## src/hdl/dcs_pkg.sv

```systemverilog
package dcs_pkg;

  localparam int unsigned MAX_PRECISION_DEF = 10;
  localparam int unsigned MIN_PRECISION     = 4;
  localparam int unsigned PRECISION_RESET   = 10;
  localparam int unsigned SUM_W             = 43;
  localparam int unsigned ZCNT_W            = 11;
  localparam int unsigned RANK_W            = 5;

  localparam logic [31:0] FNV_BASIS = 32'd2166136261;
  localparam logic [31:0] FNV_PRIME = 32'd16777619;

  typedef enum logic [1:0] {
    MODE_ITEM    = 2'd0,
    MODE_MERGE   = 2'd1,
    MODE_SUMMARY = 2'd2,
    MODE_CLEAR   = 2'd3
  } mode_t;

  // finished item hash handed from the hash stage to the update pipeline
  typedef struct packed {
    logic        valid;
    logic [31:0] hash;
  } fin_t;

  function automatic logic [31:0] fnv_step(input logic [31:0] h, input logic [7:0] b);
    logic [31:0] x;
    x = h ^ {24'd0, b};
    return x * FNV_PRIME;
  endfunction

  // leading-zero count by binary search; 32 for an all-zero word
  function automatic logic [5:0] clz32(input logic [31:0] w);
    logic [31:0] v;
    logic [5:0]  n;
    v = w;
    n = 6'd0;
    if (v == 32'd0) begin
      n = 6'd32;
    end else begin
      if (v[31:16] == 16'd0) begin
        n = n + 6'd16;
        v = v << 16;
      end
      if (v[31:24] == 8'd0) begin
        n = n + 6'd8;
        v = v << 8;
      end
      if (v[31:28] == 4'd0) begin
        n = n + 6'd4;
        v = v << 4;
      end
      if (v[31:30] == 2'd0) begin
        n = n + 6'd2;
        v = v << 2;
      end
      if (v[31] == 1'b0) begin
        n = n + 6'd1;
      end
    end
    return n;
  endfunction

endpackage

```

## src/hdl/dcs_hash.sv

```systemverilog
module dcs_hash
  import dcs_pkg::*;
(
  input  logic       clk,
  input  logic       rst,
  input  logic       byte_en,
  input  logic [7:0] data_byte,
  input  logic       last_byte,
  output fin_t       fin
);

  logic [31:0] running;
  logic [31:0] stepped;

  assign stepped = fnv_step(running, data_byte);

  always_ff @(posedge clk) begin
    if (rst) begin
      running   <= FNV_BASIS;
      fin.valid <= 1'b0;
    end else begin
      fin.valid <= byte_en && last_byte;
      if (byte_en) begin
        // restart from the offset basis once the item ends
        running <= last_byte ? FNV_BASIS : stepped;
      end
    end
    if (byte_en) begin
      fin.hash <= stepped;
    end
  end

endmodule

```

## config.mk

```make
export PLATFORM = sky130hd
export DESIGN_NAME = dcs_hash
export DESIGN_NICKNAME = d
export VERILOG_FILES = /design/src/hdl/dcs_pkg.sv /design/src/hdl/dcs_hash.sv
export SDC_FILE = /design/constraint.sdc
export NUM_CORES = 1
export LEC_CHECK = 0
export BUFFER_PORTS_ARGS = -buffer_cell sky130_fd_sc_hd__buf_2
export CORE_MARGIN = 2
export CORE_UTILIZATION = 23
export CTS_CLUSTER_SIZE = 20
export DETAILED_ROUTE_END_ITERATION = 10
export PLACE_DENSITY_LB_ADDON = 0.2
export SETUP_SLACK_MARGIN = 0.2
export SLEW_MARGIN = 20
export SYNTH_ARGS = -nofsm -noshare
export SYNTH_HDL_FRONTEND = slang
export SYNTH_SLANG_ARGS = --single-unit
```

## constraint.sdc

```tcl
create_clock -name clk -period 8.3 [get_ports clk]
set_clock_uncertainty 0.2 [all_clocks]
set_input_delay 0 -clock clk [delete_from_list [all_inputs] [get_ports clk]]
set_output_delay 0 -clock clk [all_outputs]
set_load 0.05 [all_outputs]
```

Yosys cells after proc, flatten, opt, wreduce, memory -nomap -nowiden:

Index checks and enable logic that the tools add are counted.

* logic and storage cells: 7
* ROM bits: 0
* register bits: 65
* latch bits: 0
* memories kept: 0
* bits in writable memories: 0
* output and inout bits: 33

* multipliers: 1
* mux-type cells: 1
* add/sub/neg operators: 0
* shift operators: 0
* equality and inequality tests: 0
* bitwise gates (word level): 1
* divide/modulo/power cells: 0
* $lt $le $gt $ge: 0
* reduce and logical (&&, ||, !) cells: 1

Operators with widths (count)
* 32-bit by 25-bit multiplier with 32-bit output (second input constant): 1
* 32-bit 2-to-1 mux: 1
* 32-bit by 8-bit bitwise XOR with 32-bit output: 1
* 1-bit logical AND: 1

Depth between registers and ports, before layout:

* word-level depth: 3
* depth in mapped cells: 21
* gate-level depth less buffers: 21

Worst setup path after synthesis:

No wires, ideal clock.

* path kind: reg2reg
* start point: register running[4]
* end point: register fin[30] (netlist bit) (data pin)
* path buffers: 0
* stages on the path, launching flop included: 19
* arrival time: 4898 ps
* path slack: 2941 ps
* required time: 7839 ps
* cells stage by stage: dfxtp_1 > xor2_1 > ha_1 > ha_1 > fa_1 > ha_1 > fa_1 > ha_1 > inv_1 > fa_1 > inv_1 > ha_1 > nand2_1 > o21ai_0 > a221o_1 > o2111ai_2 > a2111oi_1 > nand2b_1 > xor2_1

* word-level cells in the longest chain between the ends: 2

RTL lines
* start: declaration: RTL line dcs_hash.sv:12 `logic [31:0] running;`
* start signal: assignment: RTL line dcs_hash.sv:25 `running <= last_byte ? FNV_BASIS : stepped;`
* 32-bit by 8-bit bitwise XOR with 32-bit output: RTL line dcs_pkg.sv:28 `x = h ^ {24'd0, b};`
* 32-bit by 25-bit multiplier with 32-bit output: RTL line dcs_pkg.sv:29 `return x * FNV_PRIME;`
* net stepped[30]: RTL line dcs_hash.sv:13 `logic [31:0] stepped;`
* end: declaration: RTL line dcs_hash.sv:9 `output fin_t fin`

The timed path passes the listed nets, and every way through them passes these cells.
A chain may end at the register's enable or synchronous reset.

Worst setup path in the final report:

Same ends and word-level chain as after synthesis.

==> reports/qor.csv <==
metric;value;unit
outcome;finished clean;
drive_above_1_share;7.98;%
drc;0;
synth_seq_cells;65;
rsz0062_at_grt;false;
cts_buffers;9;
critPathMaxFanout;6;
port_buffers;44;
crit_type;flop to flop;
cts_buffer_depth;2;
layout-area-overhead-vs-synth;14.5;%
async_reset_ff_share;0;%
register_area;1620;um2
dr.max_layer_used;met4;
vias_per_cell;4.17;
drv_cap;0;
dr_wl_met2;10300;um
yosysSeqAreaShare;20.4;%
max_freq;0.153;GHz
synth_cells;785;
synthesis.nets;1055;
num_vias;5397;
diodes;0;
cts_tree;yes;
worst_pin_slew;0.960;ns
wl_met1;10100;um
ys_types;48;
fin_crit_sh;78.8;%
fill_cells;3678;
cp-start-kind;flop;
synthesis.area;7930;um2
synth_warnings;0;
setup_violations;0;
wl_met3;401;um
core_area;34300;um2
clkLatencyLatePin;0.35;ns
grt_util_all_layers;12.4;%
grt_pass1_wl;33200;um
cp.arrival;6.44;ns
wire_per_inst;16.2;um
grt_overflow;0;
antenna_left;0;
drt_wl_total;21000;um
die_w;190;um
dr.pass1.iters;4;
hold_violations;0;
initial_core_util;23.1;%
dpl.hpwl;17300;um
antenna_found_initial;0;
grt_max_degree;39;
synth-edff-count;32;
drt-initial-drc-count;301;
first_global_vias;5687;
nNetsFinal;1105;
dieArea;36000;um2
ys.flop_type;dfxtp_1;
cts_sinks;65;
syn_area_per_cell;10.1;um2
tns;0;ns
io_pins;45;
hp-class;primary input to flop;
slew_viol_final;0;
cts.htree.levels;3;
die_height;190;um
clkTransAtPathRegs;0.07;ns
multi_input_area;5590;um2
max_slew_margin;35.8;%
critical_path_required;8.20;ns
place.gp.congestion;0.811;
rows;68;
fin_crit;6.54;ns
endpoint_kind;flop;
cts-root-buf;clkbuf_16;
placed cells by master (no fill, tap or decap), drive strengths merged, types with 26 or more instances in the layout:
master  instances
a21oi          29
buf            46
dfxtp          33
edfxtp         32
fa             74
ha            184
inv           180
nor2           28
xnor2          30
xor2           26
per-stage QoR:
stage / utilization, % / setup WS, ns / hold WS [ns] / instances / instance area, um2
global placement: 25.3 / 1.88 / 0.133 / 1273 / 8690
global route: 26.5 / 1.38 / 0.269 / 1295 / 9080
floorplan: - / 2.94 / -0.0875 / 785 / 7930
CTS: 26.5 / 1.80 / 0.258 / 1295 / 9080
finish: 26.5 / 1.76 / 0.264 / 1295 / 9080
detailed placement: 25.3 / 1.83 / 0.138 / 1273 / 8690
cell usage after synthesis (all sizes together) (5+ instances only):
master | n | area (um2)
ha | 184 | 2300
a211oi | 8 | 65.1
a22o | 7 | 61.3
xnor2 | 30 | 263
dfxtp | 33 | 661
nor3 | 5 | 25.0
nand2 | 23 | 86.3
xor2 | 26 | 228
inv | 178 | 668
clkbuf | 10 | 37.5
fa | 74 | 1480
nor2b | 11 | 68.8
a31oi | 5 | 31.3
edfxtp | 32 | 961
nor2 | 28 | 105
a21oi | 29 | 145
nand4 | 5 | 31.3
o21ai | 16 | 80.1
mux2i | 12 | 120
a21o | 15 | 113
nand2b | 8 | 50.1
o21bai | 5 | 37.5
kinds of logic (layout without fill, tap and decap cells):
logic type | count (synthesis) | count (layout) | synth area share, %
AO/OA/AOI/OAI | 109 | 109 | 9.36
XOR/XNOR | 56 | 56 | 6.18
adder cells (fa/ha/maj) | 258 | 258 | 47.7
buffers and inverters | 191 | 246 | 9.04
flip-flops | 65 | 65 | 20.4
multiplexers | 12 | 12 | 1.51
AND/OR/NAND/NOR | 94 | 94 | 5.74
routing by layer:
metal	track usage, %	up-vias
li1	-	2704
met4	2.18	0
met2	21.8	54
met5	0	-
met1	16.3	2628
met3	1.84	11
state kept, by name (all words and copies together) (netlist names):
register  cells
fin          33
running      32
worst max-delay path, cell delays in order, from the launching register on:
cell and delay, ns:
dfxtp_1 0.38, xor2_1 0.64, ha_1 0.37, ha_1 0.32
fa_1 0.45, ha_1 0.24, fa_1 0.44, ha_1 0.29
inv_1 0.04, fa_1 0.48, inv_1 0.05, ha_1 0.36
nand2_1 0.06, o21ai_0 0.44, a221o_1 0.36, o2111ai_2 0.27
a2111oi_1 0.64, nand2b_1 0.19, xor2_1 0.06
cell type report:
type	instances	share of cell area [%]
clock inverters	7	1.13
multi-input cells	529	61.6
clock buffers	9	2.48
inverters	178	7.36
repair buffers	52	3.28
well taps	455	6.27
flip-flops and latches	65	17.9
worst paths after layout:
kind,slack (ns),startpoint,cells past startpoint,to
setup / recovery,1.76,running[4],18,fin[30]
hold / removal,0.26,data_byte[1],3,fin[1]
setup reg to reg,1.76,running[4],18,fin[30]
hold reg to reg,0.29,running[1],2,running[1]
timing repair:
action | in CTS | in global routing
setup buffers | 0 | 0
resized for setup | 0 | 0
endpoints found under the hold margin | 28 | 0
hold buffers | 6 | 0
Power is left out: the tool's default activity adds up to more than one toggle a clock period on the data nets, which glitch-free logic cannot reach.
